**config.mk**
```make
export PLATFORM = sky130hd
export DESIGN_NAME = ngram_token_splitter
export DESIGN_NICKNAME = d
export VERILOG_FILES = /design/src/rtl/ngts_pkg.sv /design/src/rtl/ngts_classify.sv /design/src/rtl/ngts_core.sv /design/src/rtl/ngts_out_queue.sv /design/src/rtl/ngram_token_splitter.sv
export SDC_FILE = /design/constraint.sdc
export NUM_CORES = 1
export LEC_CHECK = 0
export ABC_AREA = 0
export BUFFER_PORTS_ARGS = -buffer_cell sky130_fd_sc_hd__buf_4
export CELL_PAD_IN_SITES_DETAIL_PLACEMENT = 1
export CELL_PAD_IN_SITES_GLOBAL_PLACEMENT = 2
export CORE_MARGIN = 2
export CORE_UTILIZATION = 45
export CTS_CLUSTER_DIAMETER = 80
export DETAILED_ROUTE_END_ITERATION = 16
export GPL_TIMING_DRIVEN = 0
export HOLD_SLACK_MARGIN = 0.06
export PLACE_DENSITY_LB_ADDON = 0.1
export REMOVE_ABC_BUFFERS = 1
export SYNTH_ARGS = -nofsm -noshare
export SYNTH_HDL_FRONTEND = slang
export SYNTH_HIERARCHICAL = 1
export SYNTH_SLANG_ARGS = --single-unit
```
**constraint.sdc**
```tcl
create_clock -name clk_i -period 7.8 [get_ports clk_i]
set_input_delay 0 -clock clk_i [delete_from_list [all_inputs] [get_ports clk_i]]
set_output_delay 0 -clock clk_i [all_outputs]
set_load 0.02 [all_outputs]
```
**src/rtl/ngts_pkg.sv**
```systemverilog
// Package for the n-gram token splitter: shared types, constants and helpers.
// No dependencies; imported by every module of the block.
`default_nettype none

package ngts_pkg;

  localparam int unsigned MAX_WINDOW  = 8;
  localparam int unsigned OFFSET_BITS = 16;
  localparam int unsigned RING_BITS   = $clog2(MAX_WINDOW);
  localparam int unsigned CHARS_BITS  = $clog2(MAX_WINDOW + 1);
  localparam int unsigned WIN_BITS    = 4;
  localparam int unsigned LEN_BITS    = 3;
  localparam int unsigned QUEUE_DEPTH = 4;
  localparam int unsigned QPTR_BITS   = $clog2(QUEUE_DEPTH);
  localparam int unsigned QCNT_BITS   = $clog2(QUEUE_DEPTH + 1);

  localparam logic [OFFSET_BITS-1:0] OFFSET_MAX   = '1;
  localparam logic [WIN_BITS-1:0]    WINDOW_RESET = WIN_BITS'(2);

  // UTF-8 lead byte thresholds
  localparam logic [7:0] LEAD4_MIN = 8'hF0;
  localparam logic [7:0] LEAD3_MIN = 8'hE0;
  localparam logic [7:0] LEAD2_MIN = 8'hC0;

  typedef enum logic [1:0] {
    CLS_SPACE = 2'd0,
    CLS_DIGIT = 2'd1,
    CLS_ALPHA = 2'd2,
    CLS_OTHER = 2'd3
  } cls_e;

  typedef struct packed {
    logic                   last;
    logic [OFFSET_BITS-1:0] tok_end;
    logic [OFFSET_BITS-1:0] tok_start;
  } tok_t;

  // Up to two tokens produced by one byte, in delivery order
  typedef struct packed {
    logic [1:0] num;
    tok_t       tok1;
    tok_t       tok0;
  } push_t;

  function automatic logic [OFFSET_BITS-1:0] sat_add(
    input logic [OFFSET_BITS-1:0] a,
    input logic [LEN_BITS-1:0]    b
  );
    logic [OFFSET_BITS:0] s;
    s = {1'b0, a} + (OFFSET_BITS+1)'(b);
    return s[OFFSET_BITS] ? OFFSET_MAX : s[OFFSET_BITS-1:0];
  endfunction

endpackage

`default_nettype wire

```
**src/rtl/ngts_classify.sv**
```systemverilog
// Byte classifier: ASCII class and UTF-8 character length of one byte.
// Depends on ngts_pkg.
`default_nettype none

module ngts_classify
  import ngts_pkg::*;
(
  input  logic [7:0]          byte_i,
  output cls_e                cls_o,
  output logic [LEN_BITS-1:0] len_o
);

  always_comb begin
    if (byte_i <= 8'h20 || byte_i == 8'h7F) begin
      cls_o = CLS_SPACE;
    end else if (byte_i >= 8'h30 && byte_i <= 8'h39) begin
      cls_o = CLS_DIGIT;
    end else if ((byte_i >= 8'h41 && byte_i <= 8'h5A) ||
                 (byte_i >= 8'h61 && byte_i <= 8'h7A)) begin
      cls_o = CLS_ALPHA;
    end else begin
      cls_o = CLS_OTHER;
    end
  end

  always_comb begin
    if (byte_i >= LEAD4_MIN) begin
      len_o = LEN_BITS'(4);
    end else if (byte_i >= LEAD3_MIN) begin
      len_o = LEN_BITS'(3);
    end else if (byte_i >= LEAD2_MIN) begin
      len_o = LEN_BITS'(2);
    end else begin
      len_o = LEN_BITS'(1);
    end
  end

endmodule

`default_nettype wire

```
**src/rtl/ngts_core.sv**
```systemverilog
// Tokenizer core: input register, run state, start ring and token formation.
// Depends on ngts_pkg and ngts_classify.
`default_nettype none

module ngts_core
  import ngts_pkg::*;
(
  input  logic                clk_i,
  input  logic                rst_ni,
  input  logic                in_valid_i,
  output logic                in_ready_o,
  input  logic [7:0]          in_byte_i,
  input  logic                in_fin_i,
  input  logic                room_i,
  input  logic                cfg_we_i,
  input  logic [WIN_BITS-1:0] cfg_wdata_i,
  output push_t               push_o,
  output logic                busy_o
);

  logic                   valid_q, valid_d;
  logic [7:0]             byte_q;
  logic                   fin_q;
  logic [WIN_BITS-1:0]    window_q;
  logic [OFFSET_BITS-1:0] pos_q, pos_d;
  cls_e                   run_cls_q, run_cls_d;
  logic [OFFSET_BITS-1:0] run_start_q, run_start_d;
  logic [LEN_BITS-2:0]    trail_q, trail_d;
  logic [CHARS_BITS-1:0]  chars_q, chars_d;
  logic [RING_BITS-1:0]   ptr_q, ptr_d;
  logic [OFFSET_BITS-1:0] ring_q [MAX_WINDOW];
  logic                   ring_we;
  logic [RING_BITS-1:0]   ring_waddr;

  cls_e                   cls;
  logic [LEN_BITS-1:0]    len;
  logic                   fire;

  ngts_classify u_classify (
    .byte_i (byte_q),
    .cls_o  (cls),
    .len_o  (len)
  );

  assign fire       = valid_q && room_i;
  assign in_ready_o = !valid_q || fire;
  assign busy_o     = valid_q;

  always_comb begin
    valid_d = valid_q;
    if (in_valid_i && in_ready_o) begin
      valid_d = 1'b1;
    end else if (fire) begin
      valid_d = 1'b0;
    end
  end

  always_ff @(posedge clk_i) begin
    if (in_valid_i && in_ready_o) begin
      byte_q <= in_byte_i;
      fin_q  <= in_fin_i;
    end
  end

  always_comb begin
    logic                   chg;
    logic [RING_BITS-1:0]   ptr_eff;
    logic [CHARS_BITS-1:0]  chars_eff;
    logic [CHARS_BITS-1:0]  chars_new;
    logic [CHARS_BITS-1:0]  n;
    logic [RING_BITS-1:0]   idx;
    logic [OFFSET_BITS-1:0] gram_start;
    logic                   tok_a, tok_b, tok_c;
    tok_t                   ta, tb, tc;

    chg        = 1'b0;
    ptr_eff    = ptr_q;
    chars_eff  = chars_q;
    chars_new  = chars_q;
    idx        = '0;
    gram_start = pos_q;
    tok_a      = 1'b0;
    tok_b      = 1'b0;
    tok_c      = 1'b0;

    // Clamp the window to 1..MAX_WINDOW
    if (window_q == '0) begin
      n = CHARS_BITS'(1);
    end else if (CHARS_BITS'(window_q) > CHARS_BITS'(MAX_WINDOW)) begin
      n = CHARS_BITS'(MAX_WINDOW);
    end else begin
      n = CHARS_BITS'(window_q);
    end

    pos_d       = pos_q;
    run_cls_d   = run_cls_q;
    run_start_d = run_start_q;
    trail_d     = trail_q;
    chars_d     = chars_q;
    ptr_d       = ptr_q;
    ring_we     = 1'b0;
    ring_waddr  = ptr_q;

    if (trail_q != '0) begin
      // Continuation byte: take it without looking at its class
      trail_d = trail_q - 1'b1;
    end else begin
      chg = (cls != run_cls_q);
      if (chg) begin
        tok_a       = (run_cls_q == CLS_DIGIT) || (run_cls_q == CLS_ALPHA);
        run_cls_d   = cls;
        run_start_d = pos_q;
        ptr_eff     = '0;
        chars_eff   = '0;
        chars_d     = '0;
        ptr_d       = '0;
      end
      if (cls == CLS_OTHER) begin
        trail_d    = (LEN_BITS-1)'(len - 1'b1);
        ring_we    = 1'b1;
        ring_waddr = ptr_eff;
        ptr_d      = ptr_eff + 1'b1;
        chars_new  = (chars_eff < CHARS_BITS'(MAX_WINDOW)) ? chars_eff + 1'b1 : chars_eff;
        chars_d    = chars_new;
        idx        = ptr_eff + RING_BITS'(1) - RING_BITS'(n);
        // A one-character window starts at the byte being written now
        gram_start = (n == CHARS_BITS'(1)) ? pos_q : ring_q[idx];
        tok_b      = (chars_new >= n);
      end
    end

    if (fin_q) begin
      tok_c       = (run_cls_d == CLS_DIGIT) || (run_cls_d == CLS_ALPHA);
      pos_d       = '0;
      run_cls_d   = CLS_SPACE;
      trail_d     = '0;
      chars_d     = '0;
      ptr_d       = '0;
    end else begin
      pos_d = sat_add(pos_q, LEN_BITS'(1));
    end

    ta = '{last: 1'b0, tok_end: pos_q, tok_start: run_start_q};
    tb = '{last: 1'b0, tok_end: sat_add(pos_q, len), tok_start: gram_start};
    tc = '{last: 1'b0, tok_end: sat_add(pos_q, LEN_BITS'(1)), tok_start: run_start_d};
    if (fin_q) begin
      run_start_d = '0;
    end

    // Pack the tokens in order; at most two of the three can occur
    push_o = '0;
    if (tok_a) begin
      push_o.tok0 = ta;
      if (tok_b) begin
        push_o.tok1 = tb;
        push_o.num  = 2'd2;
      end else if (tok_c) begin
        push_o.tok1 = tc;
        push_o.num  = 2'd2;
      end else begin
        push_o.num  = 2'd1;
      end
    end else if (tok_b) begin
      push_o.tok0 = tb;
      if (tok_c) begin
        push_o.tok1 = tc;
        push_o.num  = 2'd2;
      end else begin
        push_o.num  = 2'd1;
      end
    end else if (tok_c) begin
      push_o.tok0 = tc;
      push_o.num  = 2'd1;
    end
    if (push_o.num == 2'd2) begin
      push_o.tok1.last = 1'b1;
    end else begin
      push_o.tok0.last = 1'b1;
    end
    if (!fire) begin
      push_o.num = 2'd0;
    end
  end

  always_ff @(posedge clk_i or negedge rst_ni) begin
    if (!rst_ni) begin
      valid_q     <= 1'b0;
      window_q    <= WINDOW_RESET;
      pos_q       <= '0;
      run_cls_q   <= CLS_SPACE;
      run_start_q <= '0;
      trail_q     <= '0;
      chars_q     <= '0;
      ptr_q       <= '0;
    end else begin
      valid_q <= valid_d;
      if (cfg_we_i) begin
        window_q <= cfg_wdata_i;
      end
      if (fire) begin
        pos_q       <= pos_d;
        run_cls_q   <= run_cls_d;
        run_start_q <= run_start_d;
        trail_q     <= trail_d;
        chars_q     <= chars_d;
        ptr_q       <= ptr_d;
      end
    end
  end

  always_ff @(posedge clk_i) begin
    if (fire && ring_we) begin
      ring_q[ring_waddr] <= pos_q;
    end
  end

endmodule

`default_nettype wire

```
**src/rtl/ngts_out_queue.sv**
```systemverilog
// Result queue: takes up to two tokens a cycle, hands out one per beat.
// Depends on ngts_pkg.
`default_nettype none

module ngts_out_queue
  import ngts_pkg::*;
(
  input  logic                 clk_i,
  input  logic                 rst_ni,
  input  push_t                push_i,
  output logic                 room_o,
  output logic                 valid_o,
  input  logic                 ready_i,
  output tok_t                 tok_o,
  output logic [QCNT_BITS-1:0] count_o
);

  tok_t                 mem_q [QUEUE_DEPTH];
  logic [QPTR_BITS-1:0] wr_q, rd_q;
  logic [QCNT_BITS-1:0] cnt_q, cnt_d;
  logic                 pop;

  assign valid_o = (cnt_q != '0);
  assign tok_o   = mem_q[rd_q];
  assign pop     = valid_o && ready_i;
  assign room_o  = (cnt_q <= QCNT_BITS'(QUEUE_DEPTH - 2));
  assign count_o = cnt_q;

  assign cnt_d = cnt_q + QCNT_BITS'(push_i.num) - QCNT_BITS'(pop);

  always_ff @(posedge clk_i or negedge rst_ni) begin
    if (!rst_ni) begin
      wr_q  <= '0;
      rd_q  <= '0;
      cnt_q <= '0;
    end else begin
      wr_q  <= wr_q + QPTR_BITS'(push_i.num);
      rd_q  <= rd_q + QPTR_BITS'(pop);
      cnt_q <= cnt_d;
    end
  end

  always_ff @(posedge clk_i) begin
    if (push_i.num != 2'd0) begin
      mem_q[wr_q] <= push_i.tok0;
    end
    if (push_i.num == 2'd2) begin
      mem_q[wr_q + 1'b1] <= push_i.tok1;
    end
  end

endmodule

`default_nettype wire

```
**src/rtl/ngram_token_splitter.sv**
```systemverilog
// Top level of the n-gram token splitter; instantiates ngts_core and
// ngts_out_queue, and uses ngts_pkg for types and constants.
//
// Text enters one byte per beat on the slave stream, tlast marking the final
// byte of a text. Digit runs and letter runs each give one token when they
// end; runs of other characters (UTF-8 aware by lead byte) give every window
// of window_chars characters as a token. Each token beat on the master stream
// carries start and end byte offsets; tlast flags the last token caused by
// one input byte. Throughput is one byte per cycle while the queue has room:
// a byte is held in the input register, then the core updates run state and
// pushes zero, one or two tokens into a four-entry result queue. The master
// side drains one token per cycle while m_axis_tready is high; the core holds
// its byte whenever the queue has fewer than two free entries. window_chars
// is written through cfg_wr_en_i/cfg_wr_data_i; the user must do so only
// while idle, as the block itself does not enforce it.
`default_nettype none

module ngram_token_splitter
  import ngts_pkg::*;
(
  input  logic        clk_i,
  input  logic        rst_ni,
  // Configuration: window_chars
  input  logic        cfg_wr_en_i,
  input  logic [3:0]  cfg_wr_data_i,
  // Slave stream
  input  logic        s_axis_tvalid,
  output logic        s_axis_tready,
  input  logic [7:0]  s_axis_tdata,   // [7:0] text_byte
  input  logic        s_axis_tlast,   // final_byte
  // Master stream
  output logic        m_axis_tvalid,
  input  logic        m_axis_tready,
  output logic [31:0] m_axis_tdata,   // [15:0] token_start, [31:16] token_end
  output logic        m_axis_tlast    // last_of_item
);

  push_t                push;
  logic                 room;
  logic                 busy;
  tok_t                 head;
  logic [QCNT_BITS-1:0] q_count;

  // Input register, run state and token formation
  ngts_core u_core (
    .clk_i       (clk_i),
    .rst_ni      (rst_ni),
    .in_valid_i  (s_axis_tvalid),
    .in_ready_o  (s_axis_tready),
    .in_byte_i   (s_axis_tdata),
    .in_fin_i    (s_axis_tlast),
    .room_i      (room),
    .cfg_we_i    (cfg_wr_en_i),
    .cfg_wdata_i (cfg_wr_data_i),
    .push_o      (push),
    .busy_o      (busy)
  );

  // Decouple token production from the downstream beat rate
  ngts_out_queue u_queue (
    .clk_i   (clk_i),
    .rst_ni  (rst_ni),
    .push_i  (push),
    .room_o  (room),
    .valid_o (m_axis_tvalid),
    .ready_i (m_axis_tready),
    .tok_o   (head),
    .count_o (q_count)
  );

  assign m_axis_tdata = {head.tok_end, head.tok_start};
  assign m_axis_tlast = head.last;

  // Queue never overflows
  a_queue_bound: assert property (@(posedge clk_i) disable iff (!rst_ni)
    q_count <= QCNT_BITS'(QUEUE_DEPTH))
    else $error("result queue overflow");

  // Tokens only pushed when the queue had room for two
  a_push_room: assert property (@(posedge clk_i) disable iff (!rst_ni)
    (push.num != 2'd0) |-> (busy && room))
    else $error("token pushed without room");

  // An empty input register always takes the next beat
  a_ready_idle: assert property (@(posedge clk_i) disable iff (!rst_ni)
    !busy |-> s_axis_tready)
    else $error("input stalled while empty");

  // A token never ends before it starts
  a_tok_order: assert property (@(posedge clk_i) disable iff (!rst_ni)
    m_axis_tvalid |-> (head.tok_end >= head.tok_start))
    else $error("token end precedes start");

endmodule

`default_nettype wire
```
==> metrics.log <==
[metrics] Die X-Extent: 199 um
[metrics] multi-input combinational cell area: 7140 sq um
[metrics] Synth Register Bits: 324
[metrics] Final Core Density: 52.6%
[metrics] crit-path max cell delay: 0.60 ns
[metrics] maximum number of pins on one net before global-route repair: 56
[metrics] CTS clk-pin slew, worst paths: 0.06 ns
[metrics] Register-to-Register Setup Slack: 0.72 ns
[metrics] Buf+Inv Stages, Crit Path: 4
[metrics] post-layout total power: 7.45 mW
[metrics] Antenna diodes: 0
[metrics] Crit Path Class: flop to flop
[metrics] classification of the worst-slack hold path: primary input to asynchronous set/reset pin
[metrics] DRC violations left: 0
[metrics] number of enable-type register cells in the synthesized netlist: 269
[metrics] end point of the critical path: u_queue/mem_q[0][30]
[metrics] run status: completed
[metrics] nature of the critical path endpoint: flop
[metrics] beginning of the critical path: u_core/byte_q[4]
[metrics] setup violation total in the final timing report: 0
[metrics] highest attainable clock frequency: 0.141 GHz
[metrics] Chip Height: 199 um
[metrics] antenna violations before repair: 0
[metrics] cells along the critical path: nor3_1, a32oi_1, o221ai_1, xnor2_2, and3_1, ha_1, nand2_1, o21ai_0, a22o_1, ha_1, o21ai_0, o21ai_0, o211ai_1, buf_4, buf_4, inv_1, ha_1, nor2_1, a211oi_4, nand4b_4, o21ai_4, buf_16
[metrics] clk root buf: sky130_fd_sc_hd__clkbuf_16
[metrics] Area growth, synth to finish: 15.7%
[metrics] slowest cell on the critical path: sky130_fd_sc_hd__nand4b_4
[metrics] count of pins over their slew limit: 0
[metrics] parity-gate share of the synthesized area counting xor and xnor cells: 1.68%
[metrics] clock latency on the worst-skew pair: 0.55 ns
[metrics] final setup skew: 0.00908 ns
[metrics] data arrival time of the critical path: 7.34 ns
[metrics] HPWL Detailed: 31.2 mm
[metrics] clk sinks: 324
[metrics] depth of the critical timing path with buffers and inverters included: 22
[metrics] residual antenna-violating net count after detailed routing: 0
[metrics] Non-Filler Instances: 1862
[metrics] depth of the most critical reg-to-reg path: 22
[metrics] dominant combinational cell family by area after synthesis: multiplexers
[metrics] primary flip-flop cell chosen by synthesis mapping: sky130_fd_sc_hd__edfxtp_1
[metrics] floorplan core area: 37500 sq um
[metrics] global router's overall resource usage: 25.1%
[metrics] final clock period utilization by the worst path: 90.8%
[metrics] min Tclk post-route: 7.08 ns
[metrics] global-route wire length before repair: 73.5 mm
[metrics] slew at the pin closest to its max-slew limit: 1.01 ns
[metrics] library cells used by synthesis: 76
[metrics] data required time of the critical path: 8.05 ns
[metrics] final weighted congestion in routability-driven placement: 0.754
[metrics] Avg Synthesized Cell Area: 13.5 sq um
[metrics] biggest area consumer among synthesized cells: sky130_fd_sc_hd__edfxtp_1
[metrics] share of flip-flops with an asynchronous set or reset: 17.0%
[metrics] leading post-synthesis cells by cell area: sky130_fd_sc_hd__edfxtp_1, sky130_fd_sc_hd__mux2_2, sky130_fd_sc_hd__mux4_2
[metrics] clock buffer depth: 3
[metrics] routed via count divided by cell count: 5.98
[metrics] overall die area: 39400 sq um
[metrics] fillers: 3692
[metrics] Layout Nets: 1359
[metrics] overall routed net length: 48.4 mm
[metrics] via count: 11100
[metrics] number of buffers inserted during clock tree synthesis: 38
[metrics] via count of the first global-routing pass: 12000
[metrics] cell total after placement: 1769
[metrics] setup ws final: 0.716 ns
[metrics] Post-Route Setup TNS: 0 ns
[metrics] synthesized netlist cell count: 1264
[metrics] register area: 9460 sq um
[metrics] count of standard-cell rows: 71
[metrics] crit start category: flop
[metrics] Worst Path Max Fanout: 18
[metrics] VDD IR-drop max: 0.317 mV
[metrics] routed length per instance: 26.0 um
[metrics] effective utilization at floorplan: 45.4%
[metrics] CTS tree: done
[metrics] H-Tree Level Count: 2
[metrics] count of yosys warnings during synthesis: 6
[metrics] cell with the most instances after synthesis: sky130_fd_sc_hd__edfxtp_1
[metrics] power density over cell area: 378 nW/um^2
[metrics] setup repair after global routing missed its margin: no
[metrics] top cells by count, synth: sky130_fd_sc_hd__edfxtp_1, sky130_fd_sc_hd__mux2_2, sky130_fd_sc_hd__nor2_1
[metrics] worst slack at placement: -0.283 ns
[metrics] complex-gate fraction of the synthesized area: 10.5%
[metrics] adder-cell share of the synthesized area: 1.60%
[metrics] relative slew slack: 32.9%
[metrics] sequential-to-total area share from yosys stat: 55.5%
[metrics] iteration count of the initial detailed-routing pass: 4
[metrics] worst reg2reg path startpoint: u_core/byte_q[4]
[metrics] endpoint of the lowest-slack register-to-register path: u_queue/mem_q[0][30]
[metrics] post-synth design cell area: 17000 sq um
[metrics] initial drt markers: 780
[metrics] simple-gate portion of the synthesized area: 8.57%
[metrics] kind of cell with the highest combined delay on the critical path: compound AO/OA/AOI/OAI gates
[metrics] IO buf count: 52
[metrics] global route overflow: 0
[metrics] mux cell area share after synthesis: 18.6%
[metrics] Hold Fails Final Rpt: 0
[metrics] max cap viols: 0
[metrics] share of the synthesized area in the top cell type: 47.4%
[metrics] share of cells above drive strength 1: 30.1%
[metrics] top-level I/O count: 53
[metrics] static power due to leakage: 7.10 nW
[where the power goes]
part	total (mW)	switching, mW	leakage [nW]	internal [mW]
clock network	1.80	0.718	0.610	1.08
logic	3.08	1.83	3.15	1.25
registers	2.58	0.232	3.34	2.34
[worst register-to-register path: stages (launching register included)]
cell and delay [ns]:
sky130_fd_sc_hd__edfxtp_1 0.47, sky130_fd_sc_hd__nor3_1 0.31, sky130_fd_sc_hd__a32oi_1 0.10, sky130_fd_sc_hd__o221ai_1 0.58
sky130_fd_sc_hd__xnor2_2 0.25, sky130_fd_sc_hd__and3_1 0.25, sky130_fd_sc_hd__ha_1 0.23, sky130_fd_sc_hd__nand2_1 0.07
sky130_fd_sc_hd__o21ai_0 0.08, sky130_fd_sc_hd__a22o_1 0.22, sky130_fd_sc_hd__ha_1 0.28, sky130_fd_sc_hd__o21ai_0 0.08
sky130_fd_sc_hd__o21ai_0 0.15, sky130_fd_sc_hd__o211ai_1 0.39, sky130_fd_sc_hd__buf_4 0.35, sky130_fd_sc_hd__buf_4 0.21
sky130_fd_sc_hd__inv_1 0.47, sky130_fd_sc_hd__ha_1 0.29, sky130_fd_sc_hd__nor2_1 0.08, sky130_fd_sc_hd__a211oi_4 0.53
sky130_fd_sc_hd__nand4b_4 0.60, sky130_fd_sc_hd__o21ai_4 0.55, sky130_fd_sc_hd__buf_16 0.25
[worst min path at each step]
stage,start,slack [ns],cells after the start,to
6_report,rst_ni,0.08,2,u_queue/wr_q[0]
5_1_grt,rst_ni,0.16,2,u_queue/wr_q[1]
4_1_cts,rst_ni,0.11,2,u_queue/wr_q[0]
3_5_place_dp,rst_ni,0.17,1,u_queue/wr_q[0]
3_3_place_gp,rst_ni,0.16,1,u_queue/wr_q[0]
2_1_floorplan,rst_ni,-0.30,0,u_core/busy_o
[flip-flops by register name, summed over array words and instances (netlist names)]
signal and count:
u_core/byte_q 8, u_queue/count_o 3, u_core/pos_q 16, u_queue/wr_q 2, u_core/ring_q 128, u_core/run_start_q 16
u_core/fin_q 1, u_core/trail_q 2, u_core/ptr_q 3, u_core/window_q 4, u_queue/mem_q 132, u_core/chars_q 4
u_core/busy_o 1, u_core/run_cls_q 2, u_queue/rd_q 2
[routing by layer]
metal / routed length (um) / vias up / global-route usage (%)
met1: 22000 / 5856 / 33.9
li1: - / 5006 / -
met2: 23700 / 220 / 42.5
met5: 0 / - / 0
met4: 856 / 0 / 6.83
met3: 1810 / 61 / 3.53
[cells by family (layout without fill, tap and decap cells)]
family	count (synthesis)	in the layout
compound gates	264	264
xor+xnor	30	30
fa+ha+maj	20	20
buf+inv	113	198
flops	324	324
mux	219	219
simple gates	294	296
[cell type report]
type | instances | share of cell area, %
clock buffer | 53 | 5.54
clock inverter | 17 | 0.845
inverter | 23 | 0.451
multi-input combinational | 829 | 36.3
sequential | 324 | 48.0
tap | 511 | 3.25
timing repair buffer | 105 | 5.66
[placed cells by master (no fill, tap or decap), types with 22 or more instances in the layout]
cell type,netlist,routed
sky130_fd_sc_hd__mux2_2,133,133
sky130_fd_sc_hd__dfrtp_1,54,52
sky130_fd_sc_hd__nor2_1,106,100
sky130_fd_sc_hd__buf_4,2,59
sky130_fd_sc_hd__clkbuf_16,0,41
sky130_fd_sc_hd__nand2_1,90,89
sky130_fd_sc_hd__mux4_2,65,65
sky130_fd_sc_hd__o21ai_0,61,60
sky130_fd_sc_hd__edfxtp_1,269,269
sky130_fd_sc_hd__a21oi_1,50,49
sky130_fd_sc_hd__o21ai_1,27,27
sky130_fd_sc_hd__a22o_1,27,27
sky130_fd_sc_hd__inv_1,22,22
[metrics by stage]
stage	hold slack, ns	instance area, sq um
2_1_floorplan	-0.296	16500
3_3_place_gp	0.163	17600
3_5_place_dp	0.165	18200
4_1_cts	0.109	19700
5_1_grt	0.160	19700
6_report	0.0846	19700
[repair_timing]
item                                    CTS  global route
setup buffers                             0             0
gates cloned                              0             2
hold buffers                             21             0
resized for setup                         2             2
pin swaps                                 1             2
endpoints found under the setup margin   66            50
hold endpoints to repair                 81             0
Note: power is estimated with default switching activity, not from simulation.
